<file path="config.mk">
export PLATFORM = sky130hd
export DESIGN_NAME = wsdp_fifo
export DESIGN_NICKNAME = d
export VERILOG_FILES = /design/src/wsdp_pkg.sv /design/src/wsdp_fifo.sv
export SDC_FILE = /design/constraint.sdc
export NUM_CORES = 1
export LEC_CHECK = 0
export ABC_CLOCK_PERIOD_IN_PS = 15800
export BUFFER_PORTS_ARGS = -buffer_cell sky130_fd_sc_hd__buf_2
export CAP_MARGIN = 20
export CELL_PAD_IN_SITES_DETAIL_PLACEMENT = 0
export CELL_PAD_IN_SITES_GLOBAL_PLACEMENT = 2
export CORE_MARGIN = 1.5
export CORE_UTILIZATION = 39
export CTS_CLUSTER_SIZE = 14
export DETAILED_ROUTE_END_ITERATION = 8
export HOLD_SLACK_MARGIN = 0.05
export MAX_ROUTING_LAYER = met4
export PLACE_DENSITY = 0.84
export SYNTH_ARGS = -nofsm -noshare
export SYNTH_HDL_FRONTEND = slang
export SYNTH_SLANG_ARGS = --single-unit
</file>
<file path="constraint.sdc">
create_clock -name clk_i -period 15.8 [get_ports clk_i]
set_input_delay 1.58 -clock clk_i [delete_from_list [all_inputs] [get_ports clk_i]]
set_output_delay 1.58 -clock clk_i [all_outputs]
set_load 0.02 [all_outputs]
</file>
<file path="src/wsdp_pkg.sv">
`default_nettype none

package wsdp_pkg;

  localparam int unsigned GridDepthDef = 4096;

  localparam int unsigned VecW     = 32;
  localparam int unsigned StrW     = 16;
  localparam int unsigned ProdW    = 2 * VecW;
  localparam int unsigned DotW     = ProdW + 2;
  localparam int unsigned MagW     = 64;
  localparam int unsigned WgtW     = 6;
  localparam int unsigned NumW     = MagW + WgtW;
  localparam int unsigned FracShift = 42;
  localparam int unsigned DivSteps = NumW + FracShift;
  localparam int unsigned StrProdW = 3 * StrW;
  localparam int unsigned DenW     = StrProdW + WgtW;
  localparam int unsigned QuoW     = 64;
  localparam int unsigned SumW     = 64;

  localparam int unsigned BoundaryPts = 4;
  localparam int unsigned BndIdxW     = $clog2(BoundaryPts);
  localparam logic [WgtW-1:0] WeightDen = WgtW'(48);

  localparam logic [SumW-1:0] SumMax = {1'b0, {(SumW-1){1'b1}}};
  localparam logic [SumW-1:0] SumMin = {1'b1, {(SumW-1){1'b0}}};

  localparam int unsigned FifoDepth = 2;
  localparam int unsigned CfgIdxW   = 1;

  typedef enum logic [CfgIdxW-1:0] {
    CFG_DEPTH_LAST = 1'b0,
    CFG_BOUNDARY_EN = 1'b1
  } cfg_idx_e;

  typedef enum logic [2:0] {
    BK_IDLE,
    BK_MUL,
    BK_SUM,
    BK_ABS,
    BK_SCALE,
    BK_DIV,
    BK_ACC
  } back_state_e;

  typedef struct packed {
    logic signed [VecW-1:0] u_x;
    logic signed [VecW-1:0] u_y;
    logic signed [VecW-1:0] u_z;
    logic signed [VecW-1:0] v_x;
    logic signed [VecW-1:0] v_y;
    logic signed [VecW-1:0] v_z;
    logic [StrW-1:0]        stretch_x;
    logic [StrW-1:0]        stretch_y;
    logic [StrW-1:0]        stretch_z;
    logic [WgtW-1:0]        weight;
    logic                   last_point;
  } entry_t;

  typedef struct packed {
    logic            done;
    logic            ovf;
    logic [QuoW-1:0] quo;
  } div_res_t;

  // norm weight numerators over 48, counted from the boundary
  function automatic logic [WgtW-1:0] norm_weight(input logic [BndIdxW-1:0] idx);
    logic [WgtW-1:0] w;
    case (idx)
      2'd0:    w = WgtW'(17);
      2'd1:    w = WgtW'(59);
      2'd2:    w = WgtW'(43);
      default: w = WgtW'(49);
    endcase
    return w;
  endfunction

endpackage

`default_nettype wire

</file>
<file path="src/wsdp_fifo.sv">
`default_nettype none

module wsdp_fifo (
  input  logic             clk_i,
  input  logic             rst_ni,
  input  logic             push_i,
  input  wsdp_pkg::entry_t data_i,
  input  logic             pop_i,
  output wsdp_pkg::entry_t data_o,
  output logic             full_o,
  output logic             empty_o
);

  localparam int unsigned PtrW = (wsdp_pkg::FifoDepth > 1) ? $clog2(wsdp_pkg::FifoDepth) : 1;
  localparam int unsigned CntW = $clog2(wsdp_pkg::FifoDepth + 1);

  wsdp_pkg::entry_t mem_q [wsdp_pkg::FifoDepth];
  logic [PtrW-1:0]  wr_ptr_q, rd_ptr_q;
  logic [CntW-1:0]  cnt_q;

  assign full_o  = (cnt_q == CntW'(wsdp_pkg::FifoDepth));
  assign empty_o = (cnt_q == '0);
  assign data_o  = mem_q[rd_ptr_q];

  always_ff @(posedge clk_i) begin
    if (push_i) begin
      mem_q[wr_ptr_q] <= data_i;
    end
  end

  always_ff @(posedge clk_i or negedge rst_ni) begin
    if (!rst_ni) begin
      wr_ptr_q <= '0;
      rd_ptr_q <= '0;
      cnt_q    <= '0;
    end else begin
      if (push_i) begin
        wr_ptr_q <= (wr_ptr_q == PtrW'(wsdp_pkg::FifoDepth - 1)) ? '0 : wr_ptr_q + 1'b1;
      end
      if (pop_i) begin
        rd_ptr_q <= (rd_ptr_q == PtrW'(wsdp_pkg::FifoDepth - 1)) ? '0 : rd_ptr_q + 1'b1;
      end
      if (push_i && !pop_i) begin
        cnt_q <= cnt_q + 1'b1;
      end else if (pop_i && !push_i) begin
        cnt_q <= cnt_q - 1'b1;
      end
    end
  end

endmodule

`default_nettype wire

</file>
Word-level counts from Yosys, hierarchy flattened
Memory sizes are Yosys's and may differ from the RTL's.
Index checks and enable logic that the tools add are counted.

word-level totals
  RAM bits = 494
  flip-flop bits (word level) = 4
  memories = 1
  output and inout port bits = 249
  word-level logic and storage cells = 21
  input port bits = 251

memory list
  memory  words  bits a word  rd ports  clocked after memory_dff  wr ports  line             text
  mem_q   2      247          1         0                         1         wsdp_fifo.sv:17  wsdp_pkg::entry_t mem_q [wsdp_pkg::FifoDepth];

operators by class
  multiplexer cells = 6
  reduce and logical (&&, ||, !) cells = 6
  equality and inequality tests = 1
  $add $sub $neg = 4

operators by type and width
  kind                   count
  $mux W1                4
  $mux W2                2
  $add A1 B1 Y1 const B  2
  $add A2 B1 Y2 const B  1
  $eq A2 B2 Y1 const B   1
  $logic_and A1 B1 Y1    2
  $logic_not A1 Y1       2
  $logic_not A2 Y1       1
  $reduce_bool A2 Y1     1
  $sub A2 B1 Y2 const B  1

Longest topological paths before layout
Gate-level depths: netlist of the first run.

  depth after elaboration = 4
  gate-level depth with buffers = 5
  mapped depth without buffers = 5

Least setup slack after synthesis of the first run
No wires, ideal clock.

  kind = input-to-reg
  from = input push_i
  to = memory mem_q[0][0] (netlist bit), enable pin
  buffers on the path = 0
  required time = 14.911 ns
  path slack = 2.700 ns
  data arrival time = 12.211 ns
  stages = 1
  library setup time = 0.889 ns
  path through = nor2b_1

on the way
  cells in the longest elaborated chain, start to end = 2

RTL lines
  what                           line             text
  start: declaration             wsdp_fifo.sv:6   input logic push_i,
  $mux W1                        wsdp_fifo.sv:26  if (push_i) begin
  $mux W1 (implied by the code)  wsdp_fifo.sv:27  mem_q[wr_ptr_q] <= data_i;
  end: declaration               wsdp_fifo.sv:17

Every way passes these cells.

==> results of run 1 <==
[worst max-delay path, cell delays in order (launching register included)]
cell     delay (ns)
dfrtp_4        0.96
buf_4          0.88
buf_4          0.84
mux2_2         0.42
buf_2          0.16
[state kept, by name, summed over array words and instances (netlist names)]
name      count
cnt_q         2
mem_q       494
rd_ptr_q      1
wr_ptr_q      1
[metrics by stage]
step	util (%)	hold WS [ns]
finish	49.2	0.497
global route	49.2	0.514
CTS	49.1	0.506
detailed placement	45.9	0.498
global placement	45.9	0.473
floorplan	-	0.455
[synth_stat cells, drive strengths merged]
cell / instances
buf: 28
xnor2: 1
and2: 1
ha: 1
inv: 1
edfxtp: 494
nor2b: 2
nor2: 2
dfrtp: 4
mux2: 247
xor2: 4
[metal layers]
| layer | GRT usage, % | wire (um) |
|---|---|---|
| met3 | 5.69 | 3260 |
| met1 | 17.0 | 15000 |
| met4 | 5.97 | 992 |
| met2 | 26.3 | 19800 |
| met5 | - | 0 |
[cell type report]
cell class	instances	area share, %
diodes	16	0.171
clock buffers	72	5.95
clock inverters	22	0.538
inverters	1	0.0160
multi-input cells	258	15.5
flip-flops and latches	498	63.6
well taps	615	3.28
repair buffers	508	11.0
[path summary, 6_finish.rpt]
path                       slack, ns                 endpoint
max                            10.19              data_o[202]
min                             0.50     cnt_q[1]$_DFFE_PN0P_
max in group asynchronous      14.86     rd_ptr_q$_DFFE_PN0P_
min reg2reg                     0.50     cnt_q[1]$_DFFE_PN0P_
max reg2reg                    12.57  mem_q[1][165]$_DFFE_PP_
min in group asynchronous       0.80     cnt_q[1]$_DFFE_PN0P_
[power by group]
group | total (mW) | leakage [nW] | internal (mW) | switching [mW]
clock network | 1.10 | 0.743 | 0.619 | 0.479
registers | 1.84 | 4.68 | 1.76 | 0.0877
logic | 1.51 | 3.90 | 0.647 | 0.863
[logic make-up (layout without fill, tap and decap cells)]
| logic type | count (synthesis) | count (layout) | share of synthesized area (%) |
|---|---|---|---|
| XOR/XNOR | 5 | 5 | 0.232 |
| other | 0 | 16 | 0 |
| multiplexers | 247 | 247 | 18.7 |
| flip-flops | 498 | 498 | 79.0 |
| buffers and inverters | 29 | 603 | 1.89 |
| adder cells (fa/ha/maj) | 1 | 1 | 0.0662 |
| AND/OR/NAND/NOR | 5 | 5 | 0.139 |
[cells in the final DEF (no fill, tap or decap), drive strengths merged]
cell type / instances
buf: 508
xor2: 4
mux2: 247
clkbuf: 72
clkinvlp: 2
ha: 1
clkinv: 16
and2: 1
xnor2: 1
edfxtp: 494
inv: 5
nor2b: 2
diode: 16
nor2: 2
dfrtp: 4
==> metrics, run 1 <==
final period utilization=35.5%; Setup TNS=0 ns; Post-CTS Setup Inserts=0; footprint of the multi-input gates=3630 sq um; fin crit period=5.61 ns; die width=223 um; storage element area=14,900 sq um; R2R Path Start=wr_ptr_q$_DFFE_PN0P_; Synth Warn #=0; drt initial violations=424; number of detailed-route iterations in the first pass=4; Die Ht=223 um; CTS tree=built; # rows=80; CTS buffer count=52; final instance area=23,500 sq um; worst path arrival time=4.03 ns; Worst Max-Slew Pin Slew=1.09 ns; Hold Crit Class=reg -> reg; Via Count=9,149; Avg Inst Size Synth=24.1 sq um; WL/cell=19.6 um; fill count=3,992; post-synth cell types=15; H-tree levels=2; vias in the first global route=9,727; PostCTS Resize Cnt=0; max-cap violations=0; worst setup path start=rd_ptr_q$_DFFE_PN0P_; hold wc startpoint=cnt_q[1]$_DFFE_PN0P_; initial core utilization=39.6%; later-pin clock latency in the skew report=0.57 ns; Sink Count=498; status=complete, no violations; Critical Path RT=14.22 ns; # setup viols final=0; clock root cell=clkbuf_16; largest net degree at the start of global routing=175; Area after DPL=21,900 sq um; largest cells by area after synthesis=edfxtp_1 (78%), mux2_4 (16%), mux2_2 (2.7%); Routed WL=39,100 um; RSZ-0062 raised after global routing=no; first-pass GRT wire length=56,900 um; Worst setup EP type=output port; CTS Buffer Depth=3; Pleak=9.32 nW; final worst setup slack=10.19 ns; post-synthesis sequential area ratio=79.0%; VDD IR max=0.119 mV; Mapped Nets=1,037; layout cells sized above 1=60.9%; post-synthesis register bit count=498; Core Box Area=47,700 sq um; Max Freq=178 MHz; Layout area overhead=24.2%; Final Non-Filler Cells=1,990; worst r2r path cells=3; cell count after synthesis=785; Worst Setup Start Kind=flop; CTS clk-pin slew, worst paths=0.06 ns; Total Power=4.45 mW; final hold violations=0; Global Route Usage Sum=15.7%; IO buf count=499; area of the die=49,800 sq um; DP Worst Slack=10.74 ns; global route total overflow=0; Slew HR=27.4%; gpl congestion=0.776; antenna violations before repair=16; WHS Path Cells=1; Netlist Area Pre-Place=18,900 sq um; Final Slew Violations=0; HPWL Detailed=25,900 um; Top Ports=500; CTS Hold Bufs=0; Worst Skew=0.0136 ns; pwr/cell area=190 nW/um^2; drt drc=0; CP max FO=61; # placed instances=1,880; critical path type=reg -> out; ANT nets after route=0; Yosys top cell by area=edfxtp_1; NumNets Final=1,571; vias per cell=4.60; Synth top area share=78.4%
Power figures use the tool's default switching activity.
==> run 2, diff against run 1 <==
--- a/config.mk
+++ b/config.mk
@@ -5,7 +5,8 @@
 export SDC_FILE = /design/constraint.sdc
 export NUM_CORES = 1
 export LEC_CHECK = 0
-export ABC_CLOCK_PERIOD_IN_PS = 15800
+export ABC_AREA = 1
+export ABC_CLOCK_PERIOD_IN_PS = 5300
 export BUFFER_PORTS_ARGS = -buffer_cell sky130_fd_sc_hd__buf_2
 export CAP_MARGIN = 20
 export CELL_PAD_IN_SITES_DETAIL_PLACEMENT = 0
==> constraint.sdc (replaced) <==
create_clock -name clk_i -period 5.3 [get_ports clk_i]
set_input_delay 0.53 -clock clk_i [delete_from_list [all_inputs] [get_ports clk_i]]
set_output_delay 0.53 -clock clk_i [all_outputs]
set_load 0.02 [all_outputs]
==> metrics, run 2 <==
IO buf count=499; Pleak=9.39 nW; CTS Buffer Depth=3; number of detailed-route iterations in the first pass=4; layout cells sized above 1=60.6%; global route total overflow=0; R2R Path Start=wr_ptr_q$_DFFE_PN0P_; Hold Crit Class=in -> reg; global-route met1 utilization=18.2%; Worst Setup Start Kind=flop; most numerous cell in the Yosys netlist=edfxtp_1; largest net degree at the start of global routing=129; die width=223 um; ANT nets after route=0; RSZ-0062 raised after global routing=no; Slew HR=46.3%; met3 usage=5.89%; worst path arrival time=2.63 ns; Post-synth ARST share=0.803%; gpl congestion=0.745; EDFF count, synth=494; fill count=3,979; Layout area overhead=24.9%; critical path type=reg -> out; Max Freq=317 MHz; Synth Warn #=0; WL/cell=19.3 um; drt drc=0; CTS tree=built; HPWL Detailed=26,000 um; max-cap violations=0; area of the die=49,900 sq um; vias in the first global route=9,349; final hold violations=0; top post-synthesis cells by count=edfxtp_1 (494), mux2_4 (201), mux2_2 (46); drt initial violations=617; # placed instances=1,889; # setup viols final=0; Worst Path Buf+Inv=2; antenna violations before repair=15; Synth top area share=78.4%; Via Count=9,157; largest cells by area after synthesis=edfxtp_1 (78%), mux2_4 (16%), mux2_2 (2.7%); delay-heaviest family, CP=flip-flops; Reg with most FFs=mem_q; Critical Path RT=4.77 ns; Synth Flop Type=edfxtp_1; Routed WL=38,600 um; Avg Inst Size Synth=23.8 sq um; NumNets Final=1,581; post-synth cell types=16; initial core utilization=39.6%; CTS clk-pin slew, worst paths=0.06 ns; CTS buffer count=52; # rows=80; first-pass GRT wire length=55,500 um; commonest non-fill, non-tap cells in the layout=buf_2 (499), edfxtp_1 (494), mux2_4 (201), clkbuf_16 (54), mux2_2 (46); cell count after synthesis=794; CP max stage delay=0.92 ns; Mapped Nets=1,046; Setup TNS=0 ns; CP max FO=76; final period utilization=59.6%; post-synthesis sequential area ratio=78.9%; clock root cell=clkbuf_16; Final Slew Violations=0; Core Box Area=47,800 sq um; fin crit period=3.16 ns; biggest regs=mem_q x494, cnt_q x2; Die Ht=223 um; Final Non-Filler Cells=2,002; later-pin clock latency in the skew report=0.57 ns; post-synthesis register bit count=498; Worst Skew=0.0121 ns; most common cell after layout, fill and taps aside=buf_2; Yosys top cell by area=edfxtp_1; Global Route Usage Sum=15.3%; VDD IR max=0.352 mV; Worst setup EP type=output port; Netlist Area Pre-Place=18,900 sq um; Worst Max-Slew Pin Slew=0.806 ns; max reg flops=494; H-tree levels=2; Sink Count=498; status=complete, no violations; vias per cell=4.57; worst setup path start=rd_ptr_q$_DFFE_PN0P_; Slowest-stage cell, CP=dfrtp_4; hold wc startpoint=data_i[191]; busiest grt layer=met2; critical-path cell list=buf_12, mux2_4, buf_2; PostCTS Resize Cnt=0; pwr/cell area=564 nW/um^2; Top Ports=500; GRT met2 Usage=24.0%
## run 2: cell types whose count changed after synthesis, sizes merged
cell,delta
inv,+6
and2,-1
nor2,+1
nand3,+1
xor2,-2
nand4,+1
nand2,+5
nor2b,-2
## run 2: worst paths after layout
path	endpoint	slack [ns]	cells after the start
worst max-delay path	data_o[76]	2.14	3
worst min-delay path	mem_q[0][191]$_DFFE_PP_	0.14	1
max in group asynchronous	rd_ptr_q$_DFFE_PN0P_	4.85	2
min in group asynchronous	cnt_q[1]$_DFFE_PN0P_	0.30	2
worst max register to register	mem_q[1][71]$_DFFE_PP_	3.39	3
worst min register to register	cnt_q[1]$_DFFE_PN0P_	0.50	2
## run 2: cell type report
cell class / count / area (sq um) / area share (%)
Clock buffer: 62 / 1380 / 5.84
Tap cell: 615 / 769 / 3.25
Multi-Input combinational cell: 261 / 3620 / 15.3
Clock inverter: 34 / 209 / 0.884
Sequential cell: 498 / 14900 / 63.2
Antenna cell: 16 / 40.0 / 0.169
Timing Repair Buffer: 509 / 2650 / 11.2
Inverter: 7 / 30.0 / 0.127
## run 2: per-stage QoR
stage	power [mW]	area [sq um]	hold WS, ns	worst slack (ns)	utilization, %
after floorplan	9.03	18900	0.234	0.605	-
after global placement	10.1	22000	0.345	2.71	46.0
after detailed placement	10.1	22000	0.349	2.70	46.0
after CTS	13.5	23600	0.0866	2.06	49.3
after global routing	13.9	23600	0.0940	2.00	49.4
final	13.3	23600	0.138	2.14	49.4
## run 2: report_power, final
part	internal, mW	total, mW	switching, mW	leakage (nW)
Sequential	5.23	5.49	0.261	4.68
Clock	1.91	3.36	1.45	0.772
Combinational	1.94	4.49	2.55	3.94
Total	9.07	13.3	4.27	9.39
## run 2: what timing repair did
action                                  4_1_cts  5_1_grt
buffers inserted                              0        0
endpoints found under the setup margin        0        0
hold endpoints to repair                      4        0
hold buffers                                  1        0
## run 2: kinds of logic (layout without fill, tap and decap cells)
kind of cell               Yosys count  after routing  synth area share [%]
xor gates and xnor gates             3              3                 0.139
other                                0             16                     0
muxes                              247            247                  18.7
adders and majority gates            1              1                0.0661
and+or+nand+nor                     10             10                 0.218
DFF                                498            498                  78.9
buffers and inverters               35            612                  2.00
## run 2: layer usage
layer,wire (um),vias up
met5,0,-
met4,814,0
met3,3770,63
met2,18600,399
met1,15500,4425
li1,-,4270
==> run 3, diff against run 2 <==
--- a/config.mk
+++ b/config.mk
@@ -6,18 +6,18 @@
 export NUM_CORES = 1
 export LEC_CHECK = 0
 export ABC_AREA = 1
-export ABC_CLOCK_PERIOD_IN_PS = 5300
+export ABC_CLOCK_PERIOD_IN_PS = 2900
 export BUFFER_PORTS_ARGS = -buffer_cell sky130_fd_sc_hd__buf_2
 export CAP_MARGIN = 20
 export CELL_PAD_IN_SITES_DETAIL_PLACEMENT = 0
 export CELL_PAD_IN_SITES_GLOBAL_PLACEMENT = 2
 export CORE_MARGIN = 1.5
-export CORE_UTILIZATION = 39
+export CORE_UTILIZATION = 35
 export CTS_CLUSTER_SIZE = 14
 export DETAILED_ROUTE_END_ITERATION = 8
 export HOLD_SLACK_MARGIN = 0.05
 export MAX_ROUTING_LAYER = met4
-export PLACE_DENSITY = 0.84
+export PLACE_DENSITY = 0.8
 export SYNTH_ARGS = -nofsm -noshare
 export SYNTH_HDL_FRONTEND = slang
 export SYNTH_SLANG_ARGS = --single-unit
==> constraint.sdc (replaced) <==
create_clock -name clk_i -period 2.9 [get_ports clk_i]
set_input_delay 0.29 -clock clk_i [delete_from_list [all_inputs] [get_ports clk_i]]
set_output_delay 0.29 -clock clk_i [all_outputs]
set_load 0.02 [all_outputs]
==> metrics, run 3 (synthesis gave the netlist of run 2 again) <==
clock root cell=clkbuf_16; number of detailed-route iterations in the first pass=4; HPWL Detailed=28,900 um; Final Slew Violations=0; delay-heaviest family, CP=buffers and inverters; Slowest-stage cell, CP=dfrtp_4; NumNets Final=1,856; worst r2r path cells=4; antenna violations before repair=2; Slew HR=68.7%; Worst Setup Start Kind=flop; pwr/cell area=953 nW/um^2; global route total overflow=0; Routed WL=42,400 um; Die Ht=236 um; gpl congestion=0.779; DP Worst Slack=0.818 ns; vias per cell=4.41; later-pin clock latency in the skew report=0.57 ns; Max Freq=379 MHz; GRT met2 Usage=26.4%; ANT nets after route=0; Core Box Area=53,600 sq um; CTS Hold Bufs=250; H-tree levels=2; CP max stage delay=0.71 ns; R2R Path Start=wr_ptr_q$_DFFE_PN0P_; worst path arrival time=2.35 ns; Crit path depth=4; WL/cell=18.1 um; busiest grt layer=met2; IO buf count=499; CP max FO=22; Post-CTS Setup Inserts=0; final worst setup slack=0.260 ns; max reg flops=494; VDD IR max=0.591 mV; R2R Path End=mem_q[1][164]$_DFFE_PP_; Worst Path Buf+Inv=3; first-pass GRT wire length=64,200 um; Critical Path RT=2.61 ns; CTS buffer count=51; critical path type=reg -> out; Reg with most FFs=mem_q; commonest non-fill, non-tap cells in the layout=buf_2 (499), edfxtp_1 (494), dlygate4sd3_1 (250), mux2_4 (201), clkbuf_16 (53); most common cell after layout, fill and taps aside=buf_2; Pleak=10.6 nW; layout cells sized above 1=52.0%; Worst setup EP type=output port; Worst Max-Slew Pin Slew=0.470 ns; vias in the first global route=11.3k; met3 usage=5.32%; final instance area=26,500 sq um; PostCTS Resize Cnt=0; drt initial violations=438; Final Core Density=49.5%; fin crit period=2.64 ns; Sink Count=498; max-cap violations=0; largest net degree at the start of global routing=74; Via Count=10.3k; critical-path cell list=buf_12, buf_4, mux2_4, buf_2; # rows=85; status=complete, no violations; biggest regs=mem_q x494, cnt_q x2; Hold Crit Class=in -> async; CTS tree=built; final hold violations=0; Top Ports=500; initial core utilization=35.3%; CTS Buffer Depth=3; Layout area overhead=40.2%; final period utilization=91.0%; drt drc=0; global-route met1 utilization=16.7%; area of the die=55,500 sq um; Global Route Usage Sum=15.5%; Area after DPL=22,400 sq um; die width=236 um; RSZ-0062 raised after global routing=no; CTS clk-pin slew, worst paths=0.06 ns; Worst Skew=0.0124 ns; # setup viols final=0; R2R setup slack=1.16 ns
run 3: metrics by stage:
step                      power, mW  setup TNS [ns]  instances  hold slack (ns)
after floorplan                16.5         -812.72        794         -0.00559
after global placement         18.9               0       1997            0.111
after detailed placement       19.0               0       1997            0.114
after CTS                      25.6               0       2336           0.0713
after global routing           26.3               0       2338           0.0805
final                          25.3               0       2339            0.121
run 3: worst max-delay path by stage:
stage                    startpoint               endpoint  slack, ns
2_1_floorplan  wr_ptr_q$_DFFE_PN0P_  mem_q[1][0]$_DFFE_PP_      -1.68
3_3_place_gp   rd_ptr_q$_DFFE_PN0P_            data_o[112]       0.83
3_5_place_dp   rd_ptr_q$_DFFE_PN0P_            data_o[174]       0.82
4_1_cts        rd_ptr_q$_DFFE_PN0P_            data_o[174]       0.19
5_1_grt        rd_ptr_q$_DFFE_PN0P_            data_o[185]       0.15
6_report       rd_ptr_q$_DFFE_PN0P_            data_o[185]       0.26
run 3: layout make-up:
type                            count  area (sq um)
Sequential cell                   498         14900
Timing Repair Buffer              785          5470
Tap cell                          696           871
Multi-Input combinational cell    261          3630
Clock inverter                     19           194
Antenna cell                        3          7.51
Inverter                            7          30.0
Clock buffer                       70          1400
Fill cell                        4438         27100
run 3: per-layer routing:
layer  vias to the layer above  wire [um]
met3                        92       3380
met5                         -          0
met4                         0       1260
met1                      5067      16300
li1                       4782          -
met2                       374      21500
run 3: power by group:
group	leakage, nW	total (mW)	internal, mW	switching [mW]
clock network	0.779	6.28	3.71	2.57
registers	4.68	9.94	9.54	0.409
logic	5.16	9.06	4.05	5.01
total	10.6	25.3	17.3	7.99
