**src/wsdp_pkg.sv**
```systemverilog
`default_nettype none

package wsdp_pkg;

  localparam int unsigned GridDepthDef = 4096;

  localparam int unsigned VecW     = 32;
  localparam int unsigned StrW     = 16;
  localparam int unsigned ProdW    = 2 * VecW;
  localparam int unsigned DotW     = ProdW + 2;
  localparam int unsigned MagW     = 64;
  localparam int unsigned WgtW     = 6;
  localparam int unsigned NumW     = MagW + WgtW;
  localparam int unsigned FracShift = 42;
  localparam int unsigned DivSteps = NumW + FracShift;
  localparam int unsigned StrProdW = 3 * StrW;
  localparam int unsigned DenW     = StrProdW + WgtW;
  localparam int unsigned QuoW     = 64;
  localparam int unsigned SumW     = 64;

  localparam int unsigned BoundaryPts = 4;
  localparam int unsigned BndIdxW     = $clog2(BoundaryPts);
  localparam logic [WgtW-1:0] WeightDen = WgtW'(48);

  localparam logic [SumW-1:0] SumMax = {1'b0, {(SumW-1){1'b1}}};
  localparam logic [SumW-1:0] SumMin = {1'b1, {(SumW-1){1'b0}}};

  localparam int unsigned FifoDepth = 2;
  localparam int unsigned CfgIdxW   = 1;

  typedef enum logic [CfgIdxW-1:0] {
    CFG_DEPTH_LAST = 1'b0,
    CFG_BOUNDARY_EN = 1'b1
  } cfg_idx_e;

  typedef enum logic [2:0] {
    BK_IDLE,
    BK_MUL,
    BK_SUM,
    BK_ABS,
    BK_SCALE,
    BK_DIV,
    BK_ACC
  } back_state_e;

  typedef struct packed {
    logic signed [VecW-1:0] u_x;
    logic signed [VecW-1:0] u_y;
    logic signed [VecW-1:0] u_z;
    logic signed [VecW-1:0] v_x;
    logic signed [VecW-1:0] v_y;
    logic signed [VecW-1:0] v_z;
    logic [StrW-1:0]        stretch_x;
    logic [StrW-1:0]        stretch_y;
    logic [StrW-1:0]        stretch_z;
    logic [WgtW-1:0]        weight;
    logic                   last_point;
  } entry_t;

  typedef struct packed {
    logic            done;
    logic            ovf;
    logic [QuoW-1:0] quo;
  } div_res_t;

  // norm weight numerators over 48, counted from the boundary
  function automatic logic [WgtW-1:0] norm_weight(input logic [BndIdxW-1:0] idx);
    logic [WgtW-1:0] w;
    case (idx)
      2'd0:    w = WgtW'(17);
      2'd1:    w = WgtW'(59);
      2'd2:    w = WgtW'(43);
      default: w = WgtW'(49);
    endcase
    return w;
  endfunction

endpackage

`default_nettype wire

```
**src/wsdp_front.sv**
```systemverilog
`default_nettype none

module wsdp_front #(
  parameter int unsigned GRID_DEPTH = wsdp_pkg::GridDepthDef,
  localparam int unsigned DepthW = $clog2(GRID_DEPTH + 1)
) (
  input  logic                                 clk_i,
  input  logic                                 rst_ni,
  input  logic                                 cfg_we_i,
  input  logic [wsdp_pkg::CfgIdxW-1:0]         cfg_idx_i,
  input  logic [DepthW-1:0]                    cfg_data_i,
  input  logic                                 in_valid_i,
  output logic                                 in_ready_o,
  input  logic signed [wsdp_pkg::VecW-1:0]     u_x_i,
  input  logic signed [wsdp_pkg::VecW-1:0]     u_y_i,
  input  logic signed [wsdp_pkg::VecW-1:0]     u_z_i,
  input  logic signed [wsdp_pkg::VecW-1:0]     v_x_i,
  input  logic signed [wsdp_pkg::VecW-1:0]     v_y_i,
  input  logic signed [wsdp_pkg::VecW-1:0]     v_z_i,
  input  logic [wsdp_pkg::StrW-1:0]            stretch_x_i,
  input  logic [wsdp_pkg::StrW-1:0]            stretch_y_i,
  input  logic [wsdp_pkg::StrW-1:0]            stretch_z_i,
  input  logic [DepthW-1:0]                    depth_index_i,
  input  logic                                 last_point_i,
  input  logic                                 full_i,
  output logic                                 push_o,
  output wsdp_pkg::entry_t                     entry_o
);

  logic [DepthW-1:0] depth_last_q;
  logic [1:0]        bnd_en_q;

  logic [DepthW:0]   hi_diff;
  logic [DepthW-1:0] lo_idx;
  logic              low_hit, high_hit;
  logic [wsdp_pkg::WgtW-1:0] weight;

  always_ff @(posedge clk_i or negedge rst_ni) begin
    if (!rst_ni) begin
      depth_last_q <= DepthW'(GRID_DEPTH);
      bnd_en_q     <= '0;
    end else if (cfg_we_i) begin
      if (cfg_idx_i == wsdp_pkg::CFG_DEPTH_LAST) begin
        depth_last_q <= cfg_data_i;
      end else if (cfg_idx_i == wsdp_pkg::CFG_BOUNDARY_EN) begin
        bnd_en_q <= cfg_data_i[1:0];
      end
    end
  end

  // borrow out of hi_diff means the point lies past the last depth index
  always_comb begin
    hi_diff  = {1'b0, depth_last_q} - {1'b0, depth_index_i};
    lo_idx   = depth_index_i - 1'b1;
    low_hit  = bnd_en_q[0] && (depth_index_i != '0) &&
               (depth_index_i <= DepthW'(wsdp_pkg::BoundaryPts));
    high_hit = bnd_en_q[1] && !hi_diff[DepthW] &&
               (hi_diff < (DepthW + 1)'(wsdp_pkg::BoundaryPts));
    if (high_hit) begin
      weight = wsdp_pkg::norm_weight(hi_diff[wsdp_pkg::BndIdxW-1:0]);
    end else if (low_hit) begin
      weight = wsdp_pkg::norm_weight(lo_idx[wsdp_pkg::BndIdxW-1:0]);
    end else begin
      weight = wsdp_pkg::WeightDen;
    end
  end

  assign in_ready_o = !full_i;
  assign push_o     = in_valid_i && !full_i;

  always_comb begin
    entry_o.u_x        = u_x_i;
    entry_o.u_y        = u_y_i;
    entry_o.u_z        = u_z_i;
    entry_o.v_x        = v_x_i;
    entry_o.v_y        = v_y_i;
    entry_o.v_z        = v_z_i;
    entry_o.stretch_x  = stretch_x_i;
    entry_o.stretch_y  = stretch_y_i;
    entry_o.stretch_z  = stretch_z_i;
    entry_o.weight     = weight;
    entry_o.last_point = last_point_i;
  end

endmodule

`default_nettype wire

```
**config.mk**
```make
export PLATFORM = sky130hd
export DESIGN_NAME = wsdp_front
export DESIGN_NICKNAME = d
export VERILOG_FILES = /design/src/wsdp_pkg.sv /design/src/wsdp_front.sv
export SDC_FILE = /design/constraint.sdc
export NUM_CORES = 1
export LEC_CHECK = 0
export ABC_AREA = 1
export BUFFER_PORTS_ARGS = -buffer_cell sky130_fd_sc_hd__buf_4
export CORE_AREA = 2 2 200 202
export CTS_CLUSTER_DIAMETER = 80
export DETAILED_ROUTE_END_ITERATION = 8
export DIE_AREA = 0 0 202 204
export PLACE_DENSITY = 0.42
export SKIP_CTS_REPAIR_TIMING = 1
export SLEW_MARGIN = 25
export SYNTH_ARGS = -nofsm -noshare
export SYNTH_HDL_FRONTEND = slang
export SYNTH_SLANG_ARGS = --single-unit
export TNS_END_PERCENT = 1
```
**constraint.sdc**
```tcl
create_clock -name clk_i -period 4.3 [get_ports clk_i]
set_clock_uncertainty 0.2 [all_clocks]
set_input_delay 0.43 -clock clk_i [delete_from_list [all_inputs] [get_ports clk_i]]
set_output_delay 0.43 -clock clk_i [all_outputs]
set_load 0.03 [all_outputs]
```
## Yosys cells after proc, flatten, opt, wreduce, memory -nomap -nowiden

Index checks and enable logic that the tools add are counted.

- Add/sub/neg operators: 2
- Magnitude comparators: 2
- Eq/ne operators: 4
- Mux-type cells: 4
- Bitwise logic cells: 1
- Reduce and logical (&&, ||, !) cells: 12

Operators with widths:

| kind | count |
|---|---|
| case mux 6 bit (3 select lines) | 2 |
| < comparator 14 x 3 -> 1 bit (second input constant) | 1 |
| subtractor 13 x 13 -> 14 bit | 1 |
| less-or-equal comparator 13 x 3 -> 1 bit (second input constant) | 1 |
| nonzero test 13 bit | 1 |
| two-way mux 6 bit | 2 |
| logical AND 1 bit | 5 |
| == test 2 x 1 -> 1 bit (second input constant) | 2 |
| == test 2 bit (second input constant) | 2 |
| logical NOT 2 bit | 2 |
| AND reduction 2 bit | 2 |
| logical NOT 1 bit | 2 |
| subtractor 2 x 1 -> 2 bit (second input constant) | 1 |
| NOT 1 bit | 1 |

- Bits in registers: 15
- Bits of input ports: 273
- Output and inout port bits: 249
- Word-level logic and storage cells: 27

## Logic depth before layout (Yosys ltp)

Gate-level depths: netlist of the first run.

- Word-level depth: 5
- Gate-level depth with buffers: 17
- Gate-level depth less buffers: 16

## Least setup slack after synthesis of the first run

OpenSTA, ideal clock, no wires.

- Path kind: input -> output
- Start: in depth_index_i[0]
- End: out entry_o[4] (netlist bit)
- Data arrival time: 2.319 ns
- Data required time: 3.670 ns
- Setup slack: 1.351 ns
- Cell stages on the path: 16
- Path buffers: 1
- Path through: ha_1 -> inv_1 -> fa_1 -> nand3_1 -> nand2_1 -> nand2_2 -> nand2_2 -> nand2_1 -> nand2_1 -> nor2_2 -> nand2_2 -> nor2_4 -> nand3_2 -> nand2_1 -> nand2_1 -> buf_4

RTL lines:

| what | line | RTL |
|---|---|---|
| start, declared | wsdp_front.sv:23 | `input logic [DepthW-1:0] depth_index_i,` |
| end, declared | wsdp_front.sv:27 | `output wsdp_pkg::entry_t entry_o` |

==> run summary, run 1 <==
Dpl hpwl: 18020 um
Initial DRC Count: 54
Final Net Count: 582
Die W: 202 um
Gpl congestion: 0.7767
Yosys warning total: 0
Hold Vio Cnt, Final: 0
CTS H-tree lvls: 1
Most common cell after layout, fill and taps aside: nand2_1
DRC viols: 0
Final antenna-violating net count: 0
# rows: 73
Number of global-route vias before repair: 2061
DRT Pass-1 Iters: 4
Clock slew at reported path FFs: 0.05 ns
Initial antenna violation count: 0
Most frequent cells in the layout: nand2_1, inv_1, buf_4
Core outline area: 39180 um2
Max cap viols: 0
Sequential area share after synthesis: 10.85%
Worst-case clock buffer depth: 2
Setup Viol. Count Final: 0
Syn_nets: 782
Proportion of layout cells with a drive suffix above 1: 23.53%
Min cycle time layout: 3.218 ns
WS Path Type: register to output port
Mapped Cells: 490
Status: complete, no violations
Area delta synth->final: -22.95%
Hold depth: 2
Setup crit end kind: output port
Total CTS buffers: 3
RSZ-0062 raised after global routing: no
Vias: 2011
Largest net degree at the start of global routing: 16
Antenna diodes: 0
Die area: 41210 um2
P per Cell Area: 250.5 nW/um2
IO buf count: 38
Setup crit start kind: register
Routed WL: 18990 um
IO Count: 522
Post-Syn Area: 3472 um2
Vias per inst: 2.471
Unique masters post-synth: 26
Chip Height: 204 um
Worst min-delay path category: primary input to register
Critical path fanouts, max: 5
# clock sinks: 15
Wire length of the first global-routing pass: 22700 um
Area leader, netlist: buf_4
Final period util: 74.84%
Cells on worst reg2reg path: 1
Max Fclk: 310.7 MHz
LEAKAGE: 1.225 nW
Top post-synthesis cells by area: buf_4, dfrtp_1, nand2_1, ha_1, inv_1
Final Max Tran Viols: 0
Worst rel slew slack: 62.51%
Share of the synthesized area in the top cell type: 52.54%
Avg Cell Area, Syn: 7.086 um2
Initial core utilization: 8.861%
Final TNS setup: 0 ns
Max VDD drop: 0.2258 mV
Worst path arrival time: 2.59 ns
Yosys reg bits: 15
CTS tree: done
GRT overflow: 0
WHS: 0.2207 ns
Clock Latency Late Sink: 0.24 ns
Worst EP required: 3.67 ns
Total GRT Usage: 8.582%
CTS Root Cell: clkbuf_16
DR WL/cell: 23.33 um
Actual slew at the worst max-slew pin: 0.5610 ns
[area by class of cell]
class	count	area, um2
Multi-Input combinational cell	176	1061
Tap cell	525	656.9
Clock buffer	4	78.83
Inverter	55	206.4
Timing Repair Buffer	39	295.3
Sequential cell	15	376.6
Fill cell	4644	36510
[worst max-delay path, cell delays in order, from the launching register on]
cell	delay, ns
dfrtp_1	0.38
inv_1	0.07
ha_1	0.13
inv_1	0.09
fa_1	0.41
nand3_1	0.12
nand2_1	0.10
nand2_2	0.09
nand2_2	0.05
nand2_1	0.07
nand2_1	0.05
nand2_1	0.06
nand2_1	0.08
nor2_4	0.16
nand3_2	0.14
nand2_1	0.08
nand2_1	0.09
buf_4	0.18
[through the flow]
step	instances	util [%]	total power, mW	setup WS (ns)	area [um2]
detailed placement	809	6.600	0.4985	1.161	2586
finish	814	6.827	0.6702	1.082	2675
floorplan	490	-	0.8248	1.351	3472
CTS	813	6.801	0.6822	1.018	2665
global route	814	6.827	0.7328	0.8215	2675
global placement	809	6.600	0.4975	1.205	2586
[power by group]
part	switching [mW]	internal, mW	leakage, nW
clock network	0.0534	0.125	0.0382
registers	0.0144	0.163	0.177
logic	0.189	0.125	1.01
[per-layer routing]
metal  up-vias  share of wire (%)  global-route usage, %
met5         -                  0                 0.1190
met4         0                3.0                  2.626
met3        38                 29                  11.30
met2       293                 49                  14.95
met1       827                 19                  4.800
li1        853                  -                      -
[cells in the mapped netlist]
cell and count:
buf_4 243, nand2_1 74, inv_1 55, nand3_1 20
ha_1 18, dfrtp_1 14, nor2_1 12, mux2_2 11
a21oi_1 7, nand2_2 7, nand4_1 7, o21ai_0 4
nor2_4 3, nand3_2 2, xor2_1 2, a21boi_0 1
a21oi_2 1, clkbuf_1 1, conb_1 1, dfstp_2 1
fa_1 1, nor2_2 1, nor4_1 1, o21a_1 1
or2_2 1, xnor2_1 1
[path summary, 6_finish.rpt]
kind / end / from / slack [ns]
worst min-delay path: depth_last_q[12]$_DFFE_PN1P_ / cfg_data_i[12] / 0.22
worst max-delay path: entry_o[4] / depth_last_q[0]$_DFFE_PN0P_ / 1.08
max in group asynchronous: depth_last_q[12]$_DFFE_PN1P_ / rst_ni / 3.27
min in group asynchronous: depth_last_q[10]$_DFFE_PN0P_ / rst_ni / 0.38
worst max register to register: depth_last_q[10]$_DFFE_PN0P_ / depth_last_q[10]$_DFFE_PN0P_ / 3.30
worst min register to register: depth_last_q[0]$_DFFE_PN0P_ / depth_last_q[0]$_DFFE_PN0P_ / 0.29
[registers in the layout, indices dropped and copies added (netlist names)]
signal	count
bnd_en_q	2
depth_last_q	13
[kinds of logic (layout without fill, tap and decap cells)]
kind of cell             count (synthesis)  in the layout  share of synthesized area, %
buffers and inverters                  299             98                         58.59
flip-flops                              15             15                         10.85
multiplexers                            11             11                         3.568
adder cells (fa/ha/maj)                 19             19                         7.063
AO/OA/AOI/OAI                           14             14                         2.270
AND/OR/NAND/NOR                        128            128                         16.79
XOR/XNOR                                 3              3                        0.7569
other                                    1              1                        0.1080
No activity file was read; power rests on OpenSTA's default activity.
==> inputs of run 2 (changes only) <==
--- a/config.mk
+++ b/config.mk
@@ -5,12 +5,12 @@
 export SDC_FILE = /design/constraint.sdc
 export NUM_CORES = 1
 export LEC_CHECK = 0
-export ABC_AREA = 1
+export ABC_AREA = 0
 export BUFFER_PORTS_ARGS = -buffer_cell sky130_fd_sc_hd__buf_4
-export CORE_AREA = 2 2 200 202
+export CORE_AREA = 2 2 201 203
 export CTS_CLUSTER_DIAMETER = 80
 export DETAILED_ROUTE_END_ITERATION = 8
-export DIE_AREA = 0 0 202 204
+export DIE_AREA = 0 0 203 205
 export PLACE_DENSITY = 0.42
 export SKIP_CTS_REPAIR_TIMING = 1
 export SLEW_MARGIN = 25
==> constraint.sdc (replaced) <==
create_clock -name clk_i -period 3.05 [get_ports clk_i]
set_clock_uncertainty 0.2 [all_clocks]
set_input_delay 0.305 -clock clk_i [delete_from_list [all_inputs] [get_ports clk_i]]
set_output_delay 0.305 -clock clk_i [all_outputs]
set_load 0.03 [all_outputs]
==> run 2 against run 1 <==
The flow now finishes with violations (negative setup slack). Critical path type unchanged. Critical path depth is 3 lower. Clock power is 41% higher. Setup slack worse by 1.4 ns. Die area is 0.99% higher. Total power is 40% higher. Critical endpoint unchanged. Register-to-register slack worse by 1.3 ns. Global-route usage is 0.65 points lower. Flip-flop and latch count stayed put. Routed wire length is 4.5% lower. Cell count is 9.3% lower.
==> run summary, run 2 <==
Finished Cell Area: 2653 um2 (was 2675 um2)
IO buf count: 38 (unchanged)
Largest net degree at the start of global routing: 16 (unchanged)
Setup crit start kind: register (unchanged)
Switching Power: 0.3150 mW (was 0.2569 mW)
DR WL/cell: 24.58 um (was 23.33 um)
Met3 WL post-DR: 6244 um (was 5414 um)
Most frequent cells in the layout: buf_4, inv_1, ha_1 (was nand2_1, inv_1, buf_4)
Reg2reg start: depth_last_q[0]$_DFFE_PN0P_ (was depth_last_q[10]$_DFFE_PN0P_)
Biggest register: depth_last_q (unchanged)
Yosys warning total: 0 (unchanged)
Antenna diodes: 0 (unchanged)
Most common cell after layout, fill and taps aside: buf_4 (was nand2_1)
Setup crit end kind: output port (unchanged)
CTS tree: done (unchanged)
Area delta synth->final: -18.62% (was -22.95%)
Met1 Wirelength: 2852 um (was 3644 um)
Worst path arrival time: 2.86 ns (was 2.59 ns)
Fill count: 4606 (was 4644)
Total power: 0.9356 mW (was 0.6702 mW)
Vias per inst: 2.336 (was 2.471)
Chip Height: 205 um (was 204 um)
Final Net Count: 506 (was 582)
Initial antenna violation count: 0 (unchanged)
CTS Root Cell: clkbuf_16 (unchanged)
Proportion of layout cells with a drive suffix above 1: 33.80% (was 23.53%)
GRT overflow: 0 (unchanged)
Crit path from: depth_last_q[0]$_DFFE_PN0P_ (unchanged)
Worst setup path end: entry_o[4] (unchanged)
# rows: 73 (unchanged)
Die area: 41620 um2 (was 41210 um2)
Core outline area: 39370 um2 (was 39180 um2)
Vias: 1724 (was 2011)
CTS H-tree lvls: 1 (unchanged)
Top FF cell, synth: dfrtp_1 (unchanged)
Uppermost routed layer: met4 (unchanged)
Max VDD drop: 0.2814 mV (was 0.2258 mV)
P per Cell Area: 352.7 nW/um2 (was 250.5 nW/um2)
Internal: 0.6206 mW (was 0.4133 mW)
Final TNS setup: -1.399 ns (was 0 ns)
Clk pwr share: 27.0% (was 26.7%)
Share of the synthesized area in the top cell type: 55.97% (was 52.54%)
Mapped Cells: 399 (was 490)
Flop pwr share: 26.7% (was 26.4%)
Wire length of the first global-routing pass: 21250 um (was 22700 um)
Clock slew at reported path FFs: 0.05 ns (about the same)
Worst-case clock buffer depth: 2 (unchanged)
Gpl congestion: 0.7317 (was 0.7767)
WL met2: 8386 um (was 9368 um)
Number of global-route vias before repair: 1753 (was 2061)
Top flop regs: depth_last_q x13, bnd_en_q x2 (unchanged)
Max Fclk: 297.6 MHz
Final Max Tran Viols: 0 (unchanged)
Hold Vio Cnt, Final: 0 (unchanged)
Dpl hpwl: 16810 um (was 18020 um)
RR Endpoint: depth_last_q[0]$_DFFE_PN0P_ (was depth_last_q[10]$_DFFE_PN0P_)
Post-Syn Area: 3259 um2 (was 3472 um2)
Sequential area share after synthesis: 11.55% (was 10.85%)
Synth async-reset ratio: 100.0% (unchanged)
Final period util: 110.2%
Top post-synthesis cells by area: buf_4, dfrtp_1, ha_1, mux2_1, inv_1 (was buf_4, dfrtp_1, nand2_1, ha_1, inv_1)
RSZ-0062 raised after global routing: yes (was no)
Initial DRC Count: 51 (was 54)
Status: complete, but fails checks (was complete, no violations)
Combinational fraction of design power: 46.3% (was 46.9%)
Worst EP required: 2.54 ns (was 3.67 ns)
DP Area: 2487 um2 (was 2586 um2)
Syn_nets: 691 (was 782)
Final antenna-violating net count: 0 (unchanged)
Min cycle time layout: 3.361 ns
Unique masters post-synth: 44 (was 26)
Setup Viol. Count Final: 5 (was 0)
Max reg flops: 13 (unchanged)
LEAKAGE: 1.027 nW (was 1.225 nW)
Setup ws final: -0.3107 ns (was 1.082 ns)
Clock Latency Late Sink: 0.24 ns (about the same)
Die W: 203 um (was 202 um)
Total GRT Usage: 7.929% (was 8.582%)
WS Path Type: register to output port (unchanged)
Flop2flop setup slack: 1.98 ns (was 3.30 ns)
Max cap viols: 0 (unchanged)
Routed WL: 18140 um (was 18990 um)
Area leader, netlist: buf_4 (unchanged)
Switch share: 33.67% (was 38.33%)
Post-synth top cells: buf_4, inv_1, ha_1, dfrtp_1, mux2_1 (was buf_4, nand2_1, inv_1, nand3_1, ha_1)
Post-synth EDFFs: 0 (unchanged)
Total CTS buffers: 3 (unchanged)
Avg Cell Area, Syn: 8.169 um2 (was 7.086 um2)
Initial core utilization: 8.280% (was 8.861%)
# clock sinks: 15 (unchanged)
Cells on worst reg2reg path: 4 (was 1)
Yosys reg bits: 15 (unchanged)
DRC viols: 0 (unchanged)
Most frequent cell after synthesis: buf_4 (unchanged)
Worst min-delay path category: primary input to register (unchanged)
Failing checks: negative setup slack
Critical path fanouts, max: 4 (was 5)
IO Count: 522 (unchanged)
DRT Pass-1 Iters: 4 (unchanged)
## run 2: area by class of cell
class / instances / area [um2] / area share (%)
clock buffer: 4 / 78.83 / 2.972
inverter: 22 / 82.58 / 3.113
multi-input combinational: 117 / 1015 / 38.25
sequential: 15 / 376.6 / 14.20
tap: 525 / 656.9 / 24.76
timing repair buffer: 55 / 442.9 / 16.70
## run 2: logic make-up after synthesis
| logic type | after synthesis | synth area share [%] |
|---|---|---|
| compound gates | 35 | 7.639 |
| xor+xnor | 7 | 1.881 |
| fa+ha+maj | 19 | 7.524 |
| buf+inv | 267 | 58.73 |
| flops | 15 | 11.55 |
| mux | 19 | 6.372 |
| other cells | 1 | 0.1151 |
| simple gates | 36 | 6.181 |
## run 2: power groups by stage
stage / logic (mW) / clock network (mW) / registers, mW
after global routing: 0.489 / 0.274 / 0.252
after CTS: 0.417 / 0.259 / 0.249
after global placement: 0.416 / 0 / 0.251
after floorplan: 0.860 / 0 / 0.244
final: 0.434 / 0.253 / 0.249
after detailed placement: 0.415 / 0 / 0.252
## run 2: worst max-delay path: stages (launching register included)
cell and delay [ns]:
dfrtp_1 0.37, inv_2 0.08, ha_4 0.13, inv_2 0.04, fa_2 0.38, buf_6 0.13, xor2_2 0.14, nor2_1 0.09
nand3b_1 0.07, a221o_1 0.28, nor3b_2 0.25, o2111ai_4 0.15, buf_12 0.17, mux2i_4 0.18, buf_6 0.16
## run 2: worst min path at each step
| stage | slack, ns | startpoint | to | cells after the start |
|---|---|---|---|---|
| 3_5_place_dp | -0.03 | rst_ni | depth_last_q[11]$_DFFE_PN0P_ | 1 |
| 3_3_place_gp | -0.03 | rst_ni | bnd_en_q[0]$_DFFE_PN0P_ | 1 |
| 6_report | 0.08 | cfg_data_i[2] | depth_last_q[2]$_DFFE_PN0P_ | 2 |
| 4_1_cts | -0.28 | rst_ni | depth_last_q[11]$_DFFE_PN0P_ | 1 |
| 5_1_grt | 0.08 | cfg_data_i[2] | depth_last_q[2]$_DFFE_PN0P_ | 2 |
| 2_1_floorplan | -0.19 | rst_ni | bnd_en_q[0]$_DFFE_PN0P_ | 0 |
## run 2: per-stage QoR
step / utilization [%] / setup slack, ns / hold WS, ns / cells
2_1_floorplan: - / -0.1150 / -0.1906 / 399
3_3_place_gp: 6.319 / -0.2000 / -0.02568 / 731
3_5_place_dp: 6.319 / -0.2094 / -0.02509 / 731
4_1_cts: 6.519 / -0.4854 / -0.2830 / 735
5_1_grt: 6.738 / -0.4382 / 0.08059 / 738
6_report: 6.738 / -0.3107 / 0.07566 / 738
## run 2: layer usage
metal | vias up | track usage (%)
met2 | 339 | 12.78
met5 | - | 0.1190
li1 | 663 | -
met3 | 46 | 12.74
met1 | 676 | 3.678
met4 | 0 | 2.946
==> inputs of run 3 (changes only) <==
==> constraint.sdc (replaced) <==
create_clock -name clk_i -period 3.2 [get_ports clk_i]
set_clock_uncertainty 0.2 [all_clocks]
set_input_delay 0.32 -clock clk_i [delete_from_list [all_inputs] [get_ports clk_i]]
set_output_delay 0.32 -clock clk_i [all_outputs]
set_load 0.03 [all_outputs]
==> run 3 against run 2 <==
Total power is 7.1% lower. Cell count shrank 0.81%. Sequential power down 5%. Sequential share of layout area grew 0.29 points. Setup slack better by 0.16 ns. Global-route usage down 0.057 points. The run still ends with negative setup slack left. Die area stayed put. Cell area shrank 2.0%. Highest routed layer unchanged. Largest power group unchanged.
==> run summary, run 3 (synthesized netlist as in run 2, its figures left out) <==
Number of global-route vias before repair: 1749 (was 1753)
Max VDD drop: 0.2909 mV (was 0.2814 mV)
Reg2reg start: depth_last_q[1]$_DFFE_PN0P_ (was depth_last_q[0]$_DFFE_PN0P_)
Worst EP required: 2.68 ns (was 2.54 ns)
Min cycle time layout: 3.356 ns
Most frequent cells in the layout: buf_4, inv_1, ha_1 (unchanged)
Gpl congestion: 0.7233 (was 0.7317)
IO Count: 522 (unchanged)
CTS Root Cell: clkbuf_16 (unchanged)
Largest net degree at the start of global routing: 16 (unchanged)
WHS: 0.09167 ns (was 0.07566 ns)
RSZ-0062 raised after global routing: yes (unchanged)
Total GRT Usage: 7.871% (was 7.929%)
Vias per inst: 2.279 (was 2.336)
Hold depth: 2 (unchanged)
Antenna diodes: 0 (unchanged)
Setup crit end kind: output port (unchanged)
Routed WL: 17940 um (was 18140 um)
Wire length of the first global-routing pass: 20870 um (was 21250 um)
Final antenna-violating net count: 0 (unchanged)
Critical path fanouts, max: 4 (unchanged)
Setup ws final: -0.1556 ns (was -0.3107 ns)
Hold Vio Cnt, Final: 0 (unchanged)
Area delta synth->final: -20.27% (was -18.62%)
Final Max Tran Viols: 0 (unchanged)
Max cap viols: 0 (unchanged)
CTS H-tree lvls: 1 (unchanged)
# rows: 73 (unchanged)
Initial core utilization: 8.280% (unchanged)
Worst min-delay path category: primary input to register (unchanged)
Fill count: 4620 (was 4606)
Final period util: 104.9%
# clock sinks: 15 (unchanged)
Crit path from: depth_last_q[0]$_DFFE_PN0P_ (unchanged)
Clock Latency Late Sink: 0.24 ns (about the same)
Total CTS buffers: 3 (unchanged)
Worst rel slew slack: 66.66%
Core outline area: 39370 um2 (unchanged)
Biggest register: depth_last_q (unchanged)
Dpl hpwl: 16710 um (was 16810 um)
DRT Pass-1 Iters: 4 (unchanged)
IO buf count: 38 (unchanged)
Hold Path Origin: cfg_data_i[11] (was cfg_data_i[2])
Setup crit start kind: register (unchanged)
Total power: 0.8693 mW (was 0.9356 mW)
DRC viols: 0 (unchanged)
Worst-case clock buffer depth: 2 (unchanged)
Die area: 41620 um2 (unchanged)
Setup Viol. Count Final: 5 (unchanged)
Proportion of layout cells with a drive suffix above 1: 31.88% (was 33.80%)
Top flop regs: depth_last_q x13, bnd_en_q x2 (unchanged)
WS Path Type: register to output port (unchanged)
Chip Height: 205 um (unchanged)
Max reg flops: 13 (unchanged)
Status: complete, but fails checks (unchanged)
LEAKAGE: 0.9968 nW (was 1.027 nW)
P per Cell Area: 334.5 nW/um2 (was 352.7 nW/um2)
Final TNS setup: -0.5988 ns (was -1.399 ns)
Area of the multi-input gates: 1013 um2 (was 1015 um2)
Final Net Count: 500 (was 506)
Vias: 1668 (was 1724)
Initial DRC Count: 35 (was 51)
FF/Latch Area: 376.6 um2 (unchanged)
Final core occ: 6.601% (was 6.738%)
DR WL/cell: 24.50 um (was 24.58 um)
Clock slew at reported path FFs: 0.05 ns (about the same)
Cells on worst reg2reg path: 1 (was 4)
Initial antenna violation count: 0 (unchanged)
Die W: 203 um (unchanged)
GRT overflow: 0 (unchanged)
Worst path arrival time: 2.84 ns (was 2.86 ns)
CTS tree: done (unchanged)
Failing checks: negative setup slack (unchanged)
Most common cell after layout, fill and taps aside: buf_4 (unchanged)
Actual slew at the worst max-slew pin: 0.4957 ns
Max Fclk: 298.0 MHz
==> run 3: cell types whose count changed in the layout (fill, tap and decap cells not counted), sizes merged <==
cell  before  now
buf       54   48
==> run 3: final timing paths <==
kind / end / slack (ns)
max: entry_o[4] / -0.16
min: depth_last_q[11]$_DFFE_PN0P_ / 0.09
max reg2reg: depth_last_q[1]$_DFFE_PN0P_ / 2.19
min reg2reg: depth_last_q[5]$_DFFE_PN0P_ / 0.29
max in group asynchronous: depth_last_q[12]$_DFFE_PN1P_ / 2.29
min in group asynchronous: bnd_en_q[0]$_DFFE_PN0P_ / 0.26
==> run 3: metrics by stage <==
stage	setup slack, ns	instance area (um2)	instances
2_1_floorplan	0.01997	3272	399
3_3_place_gp	-0.07188	2435	724
3_5_place_dp	-0.1140	2435	724
4_1_cts	-0.3858	2514	728
5_1_grt	-0.2977	2599	732
6_report	-0.1556	2599	732
==> run 3: power breakdown <==
part | switching [mW] | total, mW | internal [mW] | leakage [nW]
combinational | 0.203 | 0.391 | 0.188 | 0.783
clock | 0.0727 | 0.241 | 0.169 | 0.0382
sequential | 0.0174 | 0.237 | 0.220 | 0.175
==> run 3: cell type report <==
cell class	count	area share, %
Multi-Input combinational cell	117	39.00
Tap cell	525	25.28
Timing Repair Buffer	49	15.02
Sequential cell	15	14.49
Inverter	22	3.178
Clock buffer	4	3.033
==> run 3: per-layer routing <==
layer | vias to the layer above | share of wire [%] | track usage [%]
met5 | - | 0 | 0
met4 | 0 | 3.2 | 2.503
met3 | 46 | 34 | 12.44
met2 | 305 | 47 | 12.89
met1 | 667 | 16 | 3.784
li1 | 650 | - | -
==> run 3: worst max-delay path, cell delays in order, from the launching register on <==
cell and delay [ns]:
dfrtp_1 0.36, inv_2 0.08, ha_4 0.13, inv_2 0.03, fa_2 0.37, buf_6 0.13
xor2_1 0.14, nor2_1 0.09, nand3b_1 0.07, a221o_1 0.28, nor3b_2 0.24, o2111ai_4 0.14
buf_12 0.17, mux2i_4 0.18, buf_4 0.17
